File: src/rtl/lrupl_pkg.sv
// shared types, codes and constants for the page recency list
`timescale 1ns / 1ps

package lrupl_pkg;

    localparam int PAGE_W   = 6;
    localparam int REQ_W    = 2;
    localparam int STATUS_W = 2;
    localparam int COUNT_W  = 5;

    localparam int LIST_DEPTH_DEF = 16;
    localparam int PAGE_COUNT_DEF = 64;

    // request codes
    localparam logic [REQ_W-1:0] REQ_INSERT = 2'd0;
    localparam logic [REQ_W-1:0] REQ_ACCESS = 2'd1;
    localparam logic [REQ_W-1:0] REQ_EVICT  = 2'd2;
    localparam logic [REQ_W-1:0] REQ_SETRES = 2'd3;

    // status codes
    localparam logic [STATUS_W-1:0] ST_DONE = 2'd0;
    localparam logic [STATUS_W-1:0] ST_NONE = 2'd1;
    localparam logic [STATUS_W-1:0] ST_FULL = 2'd2;

    // pointer load sources
    localparam logic [1:0] PTR_ZERO  = 2'd0;
    localparam logic [1:0] PTR_LEN   = 2'd1;
    localparam logic [1:0] PTR_HIT   = 2'd2;
    localparam logic [1:0] PTR_EVICT = 2'd3;

    typedef struct packed {
        logic [REQ_W-1:0]  req_type;
        logic [PAGE_W-1:0] page_number;
        logic              resident;
    } lrupl_req_t;

    typedef struct packed {
        logic [STATUS_W-1:0] status;
        logic [PAGE_W-1:0]   result_page;
        logic [COUNT_W-1:0]  entry_count;
    } lrupl_rsp_t;

    typedef struct packed {
        logic       capture;
        logic       clr_result;
        logic       ptr_load;
        logic [1:0] ptr_sel;
        logic       issue_dn;
        logic       issue_up;
        logic       flush;
        logic       wr_down;
        logic       wr_up;
        logic       wr_front;
        logic       inc_len;
        logic       dec_len;
        logic       res_wr;
        logic       evict_capture;
    } lrupl_cmd_t;

    typedef struct packed {
        logic full;
        logic fwd_hit;
        logic back_hit;
        logic back_miss;
        logic up_end;
        logic dn_end;
    } lrupl_sts_t;

    typedef struct packed {
        logic                valid;
        logic [STATUS_W-1:0] status;
    } lrupl_fin_t;

endpackage

File: src/rtl/lrupl_dpath.sv
// datapath: list memory with pointer, read pipeline, residency store and length
`timescale 1ns / 1ps

module lrupl_dpath #(
    parameter int LIST_DEPTH = lrupl_pkg::LIST_DEPTH_DEF,
    parameter int PAGE_COUNT = lrupl_pkg::PAGE_COUNT_DEF,
    localparam int CNT_W = $clog2(LIST_DEPTH + 1)
) (
    input  logic                            clk,
    input  logic                            rst_n,
    input  lrupl_pkg::lrupl_req_t           req,
    input  lrupl_pkg::lrupl_cmd_t           cmd,
    output lrupl_pkg::lrupl_sts_t           sts,
    output logic [CNT_W-1:0]                len,
    output logic [lrupl_pkg::PAGE_W-1:0]    result_page
);

    localparam int IDX_W     = $clog2(LIST_DEPTH);
    localparam int PW        = lrupl_pkg::PAGE_W;
    localparam int PAGE_SPAN = 1 << PW;
    localparam int RES_DEPTH = (PAGE_COUNT < PAGE_SPAN) ? PAGE_COUNT : PAGE_SPAN;
    localparam int RES_AW    = $clog2(RES_DEPTH);
    localparam logic [PW:0] PAGE_LIM = (PW + 1)'(RES_DEPTH);
    localparam logic [CNT_W-1:0] DEPTH_CNT = CNT_W'(LIST_DEPTH);

    logic [PW-1:0]    list_mem [LIST_DEPTH];
    logic             res_mem  [RES_DEPTH];
    logic [RES_DEPTH-1:0] res_set_reg, res_set_next;

    logic [PW-1:0]    page_reg;
    logic             resident_reg;
    logic [CNT_W-1:0] ptr_reg, ptr_next;
    logic [CNT_W-1:0] len_reg, len_next;
    logic [CNT_W-1:0] ptr_m1;

    logic             rd_vld_reg;
    logic [IDX_W-1:0] rd_pos_reg;
    logic [PW-1:0]    rd_data_reg;

    logic             vld2_reg;
    logic [IDX_W-1:0] pos2_reg;
    logic [PW-1:0]    page2_reg;
    logic             range2_reg;
    logic             res_bit_reg;
    logic             res_set_bit_reg;

    logic [PW-1:0]    result_page_reg;

    logic             issue_dn_go, issue_up_go, issue_go;
    logic [IDX_W-1:0] rd_addr;
    logic             we;
    logic [IDX_W-1:0] waddr;
    logic [PW-1:0]    wdata;
    logic             req_in_range, rd_in_range;

    assign ptr_m1      = ptr_reg - CNT_W'(1);
    assign issue_dn_go = cmd.issue_dn && (ptr_reg != '0) && !cmd.ptr_load && !cmd.flush;
    assign issue_up_go = cmd.issue_up && (ptr_reg < len_reg) && !cmd.ptr_load && !cmd.flush;
    assign issue_go    = issue_dn_go || issue_up_go;
    assign rd_addr     = issue_dn_go ? ptr_m1[IDX_W-1:0] : ptr_reg[IDX_W-1:0];

    assign req_in_range = {1'b0, page_reg} < PAGE_LIM;
    assign rd_in_range  = {1'b0, rd_data_reg} < PAGE_LIM;

    // pointer
    always_comb
    begin
        ptr_next = ptr_reg;
        if (cmd.ptr_load)
        begin
            unique case (cmd.ptr_sel)
                lrupl_pkg::PTR_ZERO:  ptr_next = '0;
                lrupl_pkg::PTR_LEN:   ptr_next = len_reg;
                lrupl_pkg::PTR_HIT:   ptr_next = CNT_W'(rd_pos_reg);
                lrupl_pkg::PTR_EVICT: ptr_next = CNT_W'(pos2_reg) + CNT_W'(1);
            endcase
        end
        else if (issue_dn_go)
        begin
            ptr_next = ptr_m1;
        end
        else if (issue_up_go)
        begin
            ptr_next = ptr_reg + CNT_W'(1);
        end
    end

    always_comb
    begin
        len_next = len_reg;
        if (cmd.inc_len)
        begin
            len_next = len_reg + CNT_W'(1);
        end
        else if (cmd.dec_len)
        begin
            len_next = len_reg - CNT_W'(1);
        end
    end

    // single list write port
    always_comb
    begin
        we    = 1'b0;
        waddr = '0;
        wdata = rd_data_reg;
        priority if (cmd.wr_front)
        begin
            we    = 1'b1;
            waddr = '0;
            wdata = page_reg;
        end
        else if (cmd.wr_down && rd_vld_reg)
        begin
            we    = 1'b1;
            waddr = rd_pos_reg + IDX_W'(1);
        end
        else if (cmd.wr_up && rd_vld_reg)
        begin
            we    = 1'b1;
            waddr = rd_pos_reg - IDX_W'(1);
        end
        else
        begin
            we    = 1'b0;
        end
    end

    always_comb
    begin
        res_set_next = res_set_reg;
        if (cmd.res_wr && req_in_range)
        begin
            res_set_next[page_reg[RES_AW-1:0]] = 1'b1;
        end
    end

    always_ff @(posedge clk or negedge rst_n)
    begin
        if (!rst_n)
        begin
            ptr_reg     <= '0;
            len_reg     <= '0;
            rd_vld_reg  <= 1'b0;
            vld2_reg    <= 1'b0;
            res_set_reg <= '0;
        end
        else
        begin
            ptr_reg     <= ptr_next;
            len_reg     <= len_next;
            rd_vld_reg  <= issue_go;
            vld2_reg    <= rd_vld_reg && !cmd.flush;
            res_set_reg <= res_set_next;
        end
    end

    // list memory
    always_ff @(posedge clk)
    begin
        if (we)
        begin
            list_mem[waddr] <= wdata;
        end
        if (issue_go)
        begin
            rd_data_reg <= list_mem[rd_addr];
            rd_pos_reg  <= rd_addr;
        end
    end

    // residency memory, looked up with the page just read from the list
    always_ff @(posedge clk)
    begin
        if (cmd.res_wr && req_in_range)
        begin
            res_mem[page_reg[RES_AW-1:0]] <= resident_reg;
        end
        res_bit_reg     <= res_mem[rd_data_reg[RES_AW-1:0]];
        res_set_bit_reg <= res_set_reg[rd_data_reg[RES_AW-1:0]];
        range2_reg      <= rd_in_range;
        page2_reg       <= rd_data_reg;
        pos2_reg        <= rd_pos_reg;
    end

    always_ff @(posedge clk)
    begin
        if (cmd.capture)
        begin
            page_reg     <= req.page_number;
            resident_reg <= req.resident;
        end
        if (cmd.clr_result)
        begin
            result_page_reg <= '0;
        end
        else if (cmd.evict_capture)
        begin
            result_page_reg <= page2_reg;
        end
    end

    assign sts.full      = (len_reg == DEPTH_CNT);
    assign sts.fwd_hit   = rd_vld_reg && (rd_data_reg == page_reg);
    assign sts.back_hit  = vld2_reg && range2_reg && res_set_bit_reg && res_bit_reg;
    assign sts.up_end    = !rd_vld_reg && (ptr_reg >= len_reg);
    assign sts.dn_end    = !rd_vld_reg && (ptr_reg == '0);
    assign sts.back_miss = sts.dn_end && !vld2_reg;

    assign len         = len_reg;
    assign result_page = result_page_reg;

    a_no_grow_when_full: assert property (@(posedge clk) disable iff (!rst_n)
        cmd.inc_len |-> !sts.full)
        else $error("list grows past its depth");

    a_no_shrink_when_empty: assert property (@(posedge clk) disable iff (!rst_n)
        cmd.dec_len |-> (len_reg != '0))
        else $error("list shrinks below empty");

    a_evict_on_hit: assert property (@(posedge clk) disable iff (!rst_n)
        cmd.evict_capture |-> sts.back_hit)
        else $error("evict captured without a resident entry");

endmodule

File: src/rtl/lrupl_ctrl.sv
// controller state machine sequencing scans and shifts of the recency list
`timescale 1ns / 1ps

module lrupl_ctrl (
    input  logic                              clk,
    input  logic                              rst_n,
    input  logic                              start,
    input  logic [lrupl_pkg::REQ_W-1:0]       req_type,
    input  lrupl_pkg::lrupl_sts_t             sts,
    output logic                              busy,
    output lrupl_pkg::lrupl_cmd_t             cmd,
    output lrupl_pkg::lrupl_fin_t             fin
);

    localparam logic [2:0] S_IDLE      = 3'd0;
    localparam logic [2:0] S_SCAN_FWD  = 3'd1;
    localparam logic [2:0] S_SCAN_BACK = 3'd2;
    localparam logic [2:0] S_SHIFT_DN  = 3'd3;
    localparam logic [2:0] S_SHIFT_UP  = 3'd4;
    localparam logic [2:0] S_FRONT     = 3'd5;
    localparam logic [2:0] S_SETRES    = 3'd6;
    localparam logic [2:0] S_DONE      = 3'd7;

    logic [2:0]                         state_reg, state_next;
    logic [lrupl_pkg::REQ_W-1:0]        op_reg, op_next;
    logic [lrupl_pkg::STATUS_W-1:0]     status_reg, status_next;

    always_comb
    begin
        state_next  = state_reg;
        op_next     = op_reg;
        status_next = status_reg;
        cmd         = '0;
        fin         = '0;
        unique case (state_reg)
            S_IDLE:
            begin
                if (start)
                begin
                    cmd.capture    = 1'b1;
                    cmd.clr_result = 1'b1;
                    op_next        = req_type;
                    status_next    = lrupl_pkg::ST_DONE;
                    unique case (req_type)
                        lrupl_pkg::REQ_INSERT:
                        begin
                            if (sts.full)
                            begin
                                status_next = lrupl_pkg::ST_FULL;
                                state_next  = S_DONE;
                            end
                            else
                            begin
                                cmd.ptr_load = 1'b1;
                                cmd.ptr_sel  = lrupl_pkg::PTR_LEN;
                                state_next   = S_SHIFT_DN;
                            end
                        end
                        lrupl_pkg::REQ_ACCESS:
                        begin
                            cmd.ptr_load = 1'b1;
                            cmd.ptr_sel  = lrupl_pkg::PTR_ZERO;
                            state_next   = S_SCAN_FWD;
                        end
                        lrupl_pkg::REQ_EVICT:
                        begin
                            cmd.ptr_load = 1'b1;
                            cmd.ptr_sel  = lrupl_pkg::PTR_LEN;
                            state_next   = S_SCAN_BACK;
                        end
                        lrupl_pkg::REQ_SETRES:
                        begin
                            state_next = S_SETRES;
                        end
                    endcase
                end
            end
            S_SCAN_FWD:
            begin
                priority if (sts.fwd_hit)
                begin
                    cmd.flush    = 1'b1;
                    cmd.ptr_load = 1'b1;
                    cmd.ptr_sel  = lrupl_pkg::PTR_HIT;
                    state_next   = S_SHIFT_DN;
                end
                else if (sts.up_end)
                begin
                    status_next = lrupl_pkg::ST_NONE;
                    state_next  = S_DONE;
                end
                else
                begin
                    cmd.issue_up = 1'b1;
                end
            end
            S_SCAN_BACK:
            begin
                priority if (sts.back_hit)
                begin
                    cmd.flush         = 1'b1;
                    cmd.evict_capture = 1'b1;
                    cmd.ptr_load      = 1'b1;
                    cmd.ptr_sel       = lrupl_pkg::PTR_EVICT;
                    state_next        = S_SHIFT_UP;
                end
                else if (sts.back_miss)
                begin
                    status_next = lrupl_pkg::ST_NONE;
                    state_next  = S_DONE;
                end
                else
                begin
                    cmd.issue_dn = 1'b1;
                end
            end
            S_SHIFT_DN:
            begin
                cmd.issue_dn = 1'b1;
                cmd.wr_down  = 1'b1;
                if (sts.dn_end)
                begin
                    state_next = S_FRONT;
                end
            end
            S_SHIFT_UP:
            begin
                cmd.issue_up = 1'b1;
                cmd.wr_up    = 1'b1;
                if (sts.up_end)
                begin
                    cmd.dec_len = 1'b1;
                    state_next  = S_DONE;
                end
            end
            S_FRONT:
            begin
                cmd.wr_front = 1'b1;
                cmd.inc_len  = (op_reg == lrupl_pkg::REQ_INSERT);
                state_next   = S_DONE;
            end
            S_SETRES:
            begin
                cmd.res_wr = 1'b1;
                state_next = S_DONE;
            end
            S_DONE:
            begin
                fin.valid  = 1'b1;
                fin.status = status_reg;
                state_next = S_IDLE;
            end
            default:
            begin
                state_next = S_IDLE;
            end
        endcase
    end

    always_ff @(posedge clk or negedge rst_n)
    begin
        if (!rst_n)
        begin
            state_reg  <= S_IDLE;
            op_reg     <= lrupl_pkg::REQ_INSERT;
            status_reg <= lrupl_pkg::ST_DONE;
        end
        else
        begin
            state_reg  <= state_next;
            op_reg     <= op_next;
            status_reg <= status_next;
        end
    end

    assign busy = (state_reg != S_IDLE);

endmodule

File: src/rtl/lru_page_recency_list_core.sv
// top level of the page recency list: controller, datapath and result register
`timescale 1ns / 1ps

// Page recency list. Keeps up to LIST_DEPTH page numbers ordered most recent
// first, plus one residency flag per page (all clear after reset). A request
// transfer happens on a rising edge with start high and busy low; busy stays
// high while the request is worked on. Every request gives exactly one result,
// shown on result for a single cycle with done high; the receiver cannot hold
// it off, so capture it in that cycle. The next request may be started in the
// cycle done is high. Insert, access and evict run longer the more entries they
// scan or shift; this is set by the list memory's single read port with its
// registered read data: scans and shifts move one entry per cycle, and evict
// adds one more registered lookup into the residency store. Page numbers at or
// above PAGE_COUNT read as not resident; setting their residency is ignored but
// still reports done. entry_count is the list length after the request, kept to
// its low five bits.
module lru_page_recency_list_core #(
    parameter int LIST_DEPTH = lrupl_pkg::LIST_DEPTH_DEF,
    parameter int PAGE_COUNT = lrupl_pkg::PAGE_COUNT_DEF
) (
    input  logic                  clk,
    input  logic                  rst_n,
    input  logic                  start,
    input  lrupl_pkg::lrupl_req_t request,
    output logic                  busy,
    output logic                  done,
    output lrupl_pkg::lrupl_rsp_t result
);

    localparam int CNT_W = $clog2(LIST_DEPTH + 1);
    localparam int CW    = lrupl_pkg::COUNT_W;

    // controller to datapath command and status
    lrupl_pkg::lrupl_cmd_t cmd;
    lrupl_pkg::lrupl_sts_t sts;
    lrupl_pkg::lrupl_fin_t fin;

    logic [CNT_W-1:0]              len;
    logic [lrupl_pkg::PAGE_W-1:0]  result_page;
    logic [CNT_W+CW-1:0]           len_ext;

    // output register for the result transfer
    logic                  done_reg;
    lrupl_pkg::lrupl_rsp_t result_reg, result_next;

    lrupl_ctrl u_ctrl (
        .clk      (clk),
        .rst_n    (rst_n),
        .start    (start),
        .req_type (request.req_type),
        .sts      (sts),
        .busy     (busy),
        .cmd      (cmd),
        .fin      (fin)
    );

    lrupl_dpath #(
        .LIST_DEPTH (LIST_DEPTH),
        .PAGE_COUNT (PAGE_COUNT)
    ) u_dpath (
        .clk         (clk),
        .rst_n       (rst_n),
        .req         (request),
        .cmd         (cmd),
        .sts         (sts),
        .len         (len),
        .result_page (result_page)
    );

    // entry count carries the low bits of the length, zero extended if narrower
    assign len_ext = {{CW{1'b0}}, len};

    always_comb
    begin
        result_next             = result_reg;
        result_next.status      = fin.status;
        result_next.result_page = result_page;
        result_next.entry_count = len_ext[CW-1:0];
    end

    always_ff @(posedge clk or negedge rst_n)
    begin
        if (!rst_n)
        begin
            done_reg <= 1'b0;
        end
        else
        begin
            done_reg <= fin.valid;
        end
    end

    // payload, loaded only when a result is finished
    always_ff @(posedge clk)
    begin
        if (fin.valid)
        begin
            result_reg <= result_next;
        end
    end

    assign done   = done_reg;
    assign result = result_reg;

    a_done_follows_work: assert property (@(posedge clk) disable iff (!rst_n)
        done |-> $past(busy))
        else $error("result shown without a request in progress");

    a_busy_after_start: assert property (@(posedge clk) disable iff (!rst_n)
        (start && !busy) |=> busy)
        else $error("accepted request did not raise busy");

    a_full_no_page: assert property (@(posedge clk) disable iff (!rst_n)
        (done && (result.status == lrupl_pkg::ST_FULL)) |-> (result.result_page == '0))
        else $error("full status carries a page number");

endmodule

File: config.mk
export PLATFORM = sky130hd
export DESIGN_NAME = lru_page_recency_list_core
export DESIGN_NICKNAME = d
export VERILOG_FILES = /design/src/rtl/lrupl_pkg.sv /design/src/rtl/lrupl_dpath.sv /design/src/rtl/lrupl_ctrl.sv /design/src/rtl/lru_page_recency_list_core.sv
export SDC_FILE = /design/constraint.sdc
export NUM_CORES = 1
export LEC_CHECK = 0
export ABC_AREA = 1
export BUFFER_PORTS_ARGS = -buffer_cell sky130_fd_sc_hd__buf_2
export CAP_MARGIN = 30
export CORE_UTILIZATION = 31
export DETAILED_ROUTE_END_ITERATION = 10
export HOLD_SLACK_MARGIN = 0.08
export PLACE_DENSITY_LB_ADDON = 0.25
export SYNTH_ARGS = -nofsm -noshare
export SYNTH_HDL_FRONTEND = slang
export SYNTH_SLANG_ARGS = --single-unit
File: constraint.sdc
create_clock -name clk -period 9.65 [get_ports clk]
set_input_delay 1.4475 -clock clk [delete_from_list [all_inputs] [get_ports clk]]
set_output_delay 1.4475 -clock clk [all_outputs]
set_load 0.01 [all_outputs]
# --- After elaboration in Yosys (flattened, before gate mapping) ---
# Memories as Yosys holds them, arrays and structs flattened. A register that Yosys moved wholly into a read port is not among the register bits.
# Index checks and enable logic that the tools add are counted.
totals:
  ff_bits: 125
  latch_bits: 0
  ramBits: 160
  mem_bits_ro: 0
  output_inout_bits: 15
  word_cells: 154
  memories: 2
mem_list:
  columns: ["name", "depth", "word_bits", "read_ports", "rd_ports_with_merged_regs", "write_ports", "line", "text"]
  rows:
  - ["u_dpath.list_mem", 16, 6, 1, 1, 1, "lrupl_dpath.sv:26", "logic [PW-1:0] list_mem [LIST_DEPTH];"]
  - ["u_dpath.res_mem", 64, 1, 1, 1, 1, "lrupl_dpath.sv:27", "logic res_mem [RES_DEPTH];"]
op_classes:
  add_sub_neg: 7
  n_mul: 0
  div_mod_pow: 0
  n_lt_le_gt_ge: 5
  n_eq_ne: 22
  shifts: 0
  mux: 63
  n_bitwise: 1
  reduce_logical: 35
op_table:
  columns: ["operator", "count"]
  rows:
  - ["$or A64 B64 Y64", 1]
  - ["$mux W3", 11]
  - ["$mux W5", 6]
  - ["$mux W1", 21]
  - ["$pmux W3 S7", 1]
  - ["$pmux W5 S4", 1]
  - ["$mux W2", 9]
  - ["$pmux W3 S3", 2]
  - ["$logic_and A1 B1 Y1", 16]
  - ["$mux W4", 4]
  - ["$lt A6 B7 Y1 const B", 2]
  - ["$eq A3 B3 Y1 const B", 4]
  - ["$pmux W3 S4", 1]
  - ["$add A5 B1 Y5 const B", 2]
  - ["$ne A2 B2 Y1 const B", 5]
  - ["$sub A5 B1 Y5 const B", 2]
  - ["$reduce_bool A3 Y1", 3]
  - ["$eq A2 B2 Y1 const B", 4]
  - ["$bmux W1 S6", 1]
  - ["$demux W1 S6", 1]
  - ["$eq A3 B2 Y1 const B", 2]
  - ["$eq A6 B6 Y1", 1]
  - ["$ge A6 B1 Y1 const B", 1]
  - ["$logic_not A2 Y1", 3]
  - ["other kinds (23)", 29]

# --- Longest topological paths before layout ---
depth:
  ltp_word: 11
  ltp_mapped: 19
  mapped_depth_nobuf: 16

# --- By module ---
# From an unflattened synthesis, not the netlist that was laid out.
hier_totals:
  hier_cells: 1403
  area_unflattened_um2: 13457.9
by_module_without_submodules:
  columns: ["module", "instances", "cells_per_inst", "area_per_inst_um2"]
  rows:
  - ["lrupl_dpath", 1, 1272, 12299.3]
  - ["lrupl_ctrl", 1, 117, 743.2]
  - ["lru_page_recency_list_core", 1, 14, 415.4]

# --- Worst setup path before layout ---
# No wires, ideal clock.
synth_path:
  path_kind: "register -> register"
  startpoint: "register u_dpath.ptr_reg[1]"
  endpoint: "register u_dpath.rd_data_reg[1], read port of u_dpath.list_mem, data pin"
  setup_ps: 252
  arrival_ps: 2847
  t_required_ps: 9398
  slack_ps: 6550
  stages_incl_launch_ff: 18
  path_buffers: 3
  cell_sequence: "dfrtp_1 -> inv_1 -> ha_1 -> inv_1 -> nor2_1 -> nand2_1 -> nand2_8 -> clkinv_8 -> ha_1 -> clkbuf_1 -> buf_2 -> buf_2 -> mux2i_1 -> nand2_1 -> nand3_1 -> nand2_1 -> nand2_1 -> nand2_1"
synth_between:
  elab_chain_cells: 10
  word_cells_on_any_way: 22
synth_rtl:
  columns: ["item", "line", "text"]
  rows:
  - ["from (decl)", "lrupl_dpath.sv:32", "logic [CNT_W-1:0] ptr_reg, ptr_next;"]
  - ["from (signal assigned)", "lrupl_dpath.sv:150", "ptr_reg <= ptr_next;"]
  - ["parallel branches: the longest is 10 deep, another holds $ge A5 B5 Y1", null, null]
  - ["to (decl)", "lrupl_dpath.sv:38", "logic [PW-1:0] rd_data_reg;"]
# Parallel ways; which one is timed is not known.
# A chain may end at the register's enable or synchronous reset.

# --- Worst setup path in the final report ---
layout_path:
  startpoint: "register u_dpath.ptr_reg[1]"
  endpoint: "register u_dpath.rd_data_reg[5], read port of u_dpath.list_mem, data pin"
# The elaborated chain is that of the path after synthesis.

==> results.toml <==
[route]
first_pass_iters = 5
drt_iter0_drc = 575
wl_per_cell_um = 17.67
drc = 0
ant_nets = 0
via_count = 9007
wl_um = 32660
routed_via_density = 4.871

[job]
drv_cap = 0

[sta]
worst_pin_slew_ns = 0.9283
maxSlewViolCount = 0
setup_tns_ns = 0
finalHoldViolCount = 0
setup_viol = 0
fmax_ghz = 0.2678
slew_headroom_pct = 38.03
clock_skew_ns = 0.03300
rsz0062_at_grt = "no"
period_share_pct = 38.70
period_minus_slack_ns = 3.734

[logic_synthesis]
synth_cell_type_count = 44
synth_top_area_share_pct = 43.44
synthCells = 1256
yosys.area.top_type = "edfxtp_1"
netlist_top_cells_area = "edfxtp_1 (43%), dfrtp_1 (16%), nand2_1 (6.1%)"
syn_avg_cell_area_sq_um = 10.46
yosys_register_bits = 292
ys_seq_area_share_pct = 62.19
synth_nets = 1290
synth_warnings = 0
synth_area_sq_mm = 0.01313

[cells_and_area]
nets = 1319
n_fill_cell = 4223
largest_reg_flops = 96
antenna_cells = 0
area.growth.synth_to_final_pct = 13.79
instances_no_fill = 1849
drive_gt1_share_pct = 12.75

[power_and_ir_drop]
p_leak_nw = 6.167
ir_drop_v = 0.0002235
powerDensity_mw_per_mm2 = 347.0

[critical_path]
end_kind = "flip-flop"
worstPathCellList = "inv_1 > ha_1 > inv_1 > nor2_1 > nand2_1 > nand2_8 > clkinv_8 > ha_2 > buf_4 > mux2i_1 > nand3_1 > nand3_1 > nand2_1 > nand2_1 > nand2_1"
critPathLaunchType = "flip-flop"
slowest_delay_ns = 0.64
cp_slowest_cell = "buf_4"
critPathMaxFanout = 49
critical_path_required_ns = 9.93
crit_path_frequent_cell = "nand2_1"
crit_arrival_ns = 4.02
path_class = "reg2reg"

[global_route]
grt_max_degree = 84
grt_pass1_wl_um = 52010
grt_overflow_total = 0
groute.usage.overall_pct = 15.39
antenna_found_initial = 0
grt_pass1_vias = 8968

[die]
io_pins = 27
die_h_um = 207.8
fp.dieArea_sq_mm = 0.04320
core-area_sq_mm = 0.04185
rows = 75
start_util_pct = 31.38
dieWidth_um = 207.8

[place]
port_buffers = 26
dp.cells = 1787
dp_hpwl_um = 20200
gp_congestion = 0.8072

[clock_tree]
cts_max_path_buffers = 3
cts_root_buf = "clkbuf_16"
post_cts_resized = 0
path_clk_slew_ns = 0.06
insertion_delay_ns = 0.54
ctsHoldBuffers = 0
post_cts_buffers = 0
clock_sinks = 292
tritoncts = "yes"
numCtsBuffers = 34
cts_htree_levels = 2

[run_status]
status = "completed"

[hold_path]
hold_path_class = "reg2reg"
[final timing paths]
path,from,endpoint,slack (ns),cells after the start
max,u_dpath.ptr_reg[1],u_dpath.rd_data_reg[5],5.92,15
min,u_dpath.result_page[3],result[8],0.44,0
max reg2reg,u_dpath.ptr_reg[1],u_dpath.rd_data_reg[5],5.92,15
min reg2reg,u_dpath.result_page[3],result[8],0.44,0
max in group asynchronous,rst_n,u_dpath.len[0],8.05,3
min in group asynchronous,rst_n,u_dpath.res_set_reg[3],0.78,1
[stage by stage]
step           setup slack (ns)  power (mW)  util [%]  hold slack [ns]  cell area (sq um)
3_3_place_gp              6.041       3.934     32.96           0.4225              13790
5_1_grt                   5.683       5.543     35.71           0.4450              14950
6_report                  5.916       5.186     35.71           0.4351              14950
2_1_floorplan             6.550       3.358         -           0.3427              13130
4_1_cts                   5.943       5.225     35.64           0.4364              14920
3_5_place_dp              5.973       3.957     33.03           0.4227              13820
[cells by family after synthesis]
kind of cell | Yosys count | synth area share (%)
adder cells (fa/ha/maj) | 22 | 2.153
AND/OR/NAND/NOR | 568 | 19.53
multiplexers | 48 | 3.658
flip-flops | 292 | 62.19
XOR/XNOR | 14 | 0.9336
buffers and inverters | 129 | 4.239
AO/OA/AOI/OAI | 183 | 7.297
[placed cells by master, fill, tap and decap left out, types with 2 or more instances in the layout]
cell type / instances
a21oi_1: 30
buf_2: 26
buf_4: 13
buf_6: 2
clkbuf_1: 9
clkbuf_16: 37
clkbuf_8: 4
clkinv_1: 5
clkinv_2: 3
clkinv_8: 3
dfrtp_1: 84
dfxtp_1: 18
edfxtp_1: 190
ha_1: 20
inv_1: 69
inv_2: 8
mux2i_1: 48
nand2_1: 212
nand2_2: 3
nand2_4: 5
nand2_8: 2
nand3_1: 101
nand3_2: 2
nand4_1: 11
nor2_1: 167
nor2_2: 5
nor3_1: 3
o21ai_0: 118
o21ai_1: 11
o21ai_2: 2
o22ai_1: 17
or2_1: 8
or2_2: 43
xnor2_1: 3
xor2_1: 11
[worst max-delay path: cells and delay by family (launching register included)]
kind,cells,cell delay [ns]
and+or+nand+nor,8,1.13
buffers and inverters,4,1.01
DFF,1,0.50
adders and majority gates,2,0.50
muxes,1,0.28
[report_power, final]
group | total (mW) | switching, mW | internal (mW)
Clock | 1.25 | 0.515 | 0.735
Combinational | 2.05 | 1.37 | 0.680
Sequential | 1.88 | 0.166 | 1.72
Total | 5.19 | 2.05 | 3.13
[layout make-up]
type / instances / area [sq um] / area share (%)
multi-input cells: 835 / 4417 / 29.55
clock buffers: 50 / 1015 / 6.789
clock inverters: 11 / 81.33 / 0.5442
inverters: 80 / 312.8 / 2.093
flip-flops and latches: 292 / 8168 / 54.65
repair buffers: 42 / 277.8 / 1.859
well taps: 539 / 674.4 / 4.512
[per-layer routing]
layer / GRT usage (%) / routed length [um]
met1: 21.83 / 15610
met2: 24.16 / 14770
met3: 2.557 / 1621
met4: 4.444 / 660
met5: 0 / 0
[Yosys cell counts, drive strengths merged]
cell type,count
dfxtp,18
a21oi,30
nand2,222
fa,1
o2111ai,1
buf,27
or2,52
ha,21
a211oi,1
xor2,11
o22ai,17
mux2i,48
nand4,12
nand3,104
a21o,1
nor2,173
dfrtp,84
xnor2,3
o21ai,131
clkinv,3
and2,1
nor3,4
edfxtp,190
o31ai,1
inv,77
clkbuf,22
o211ai,1
No activity file was read; power rests on OpenSTA's default activity.
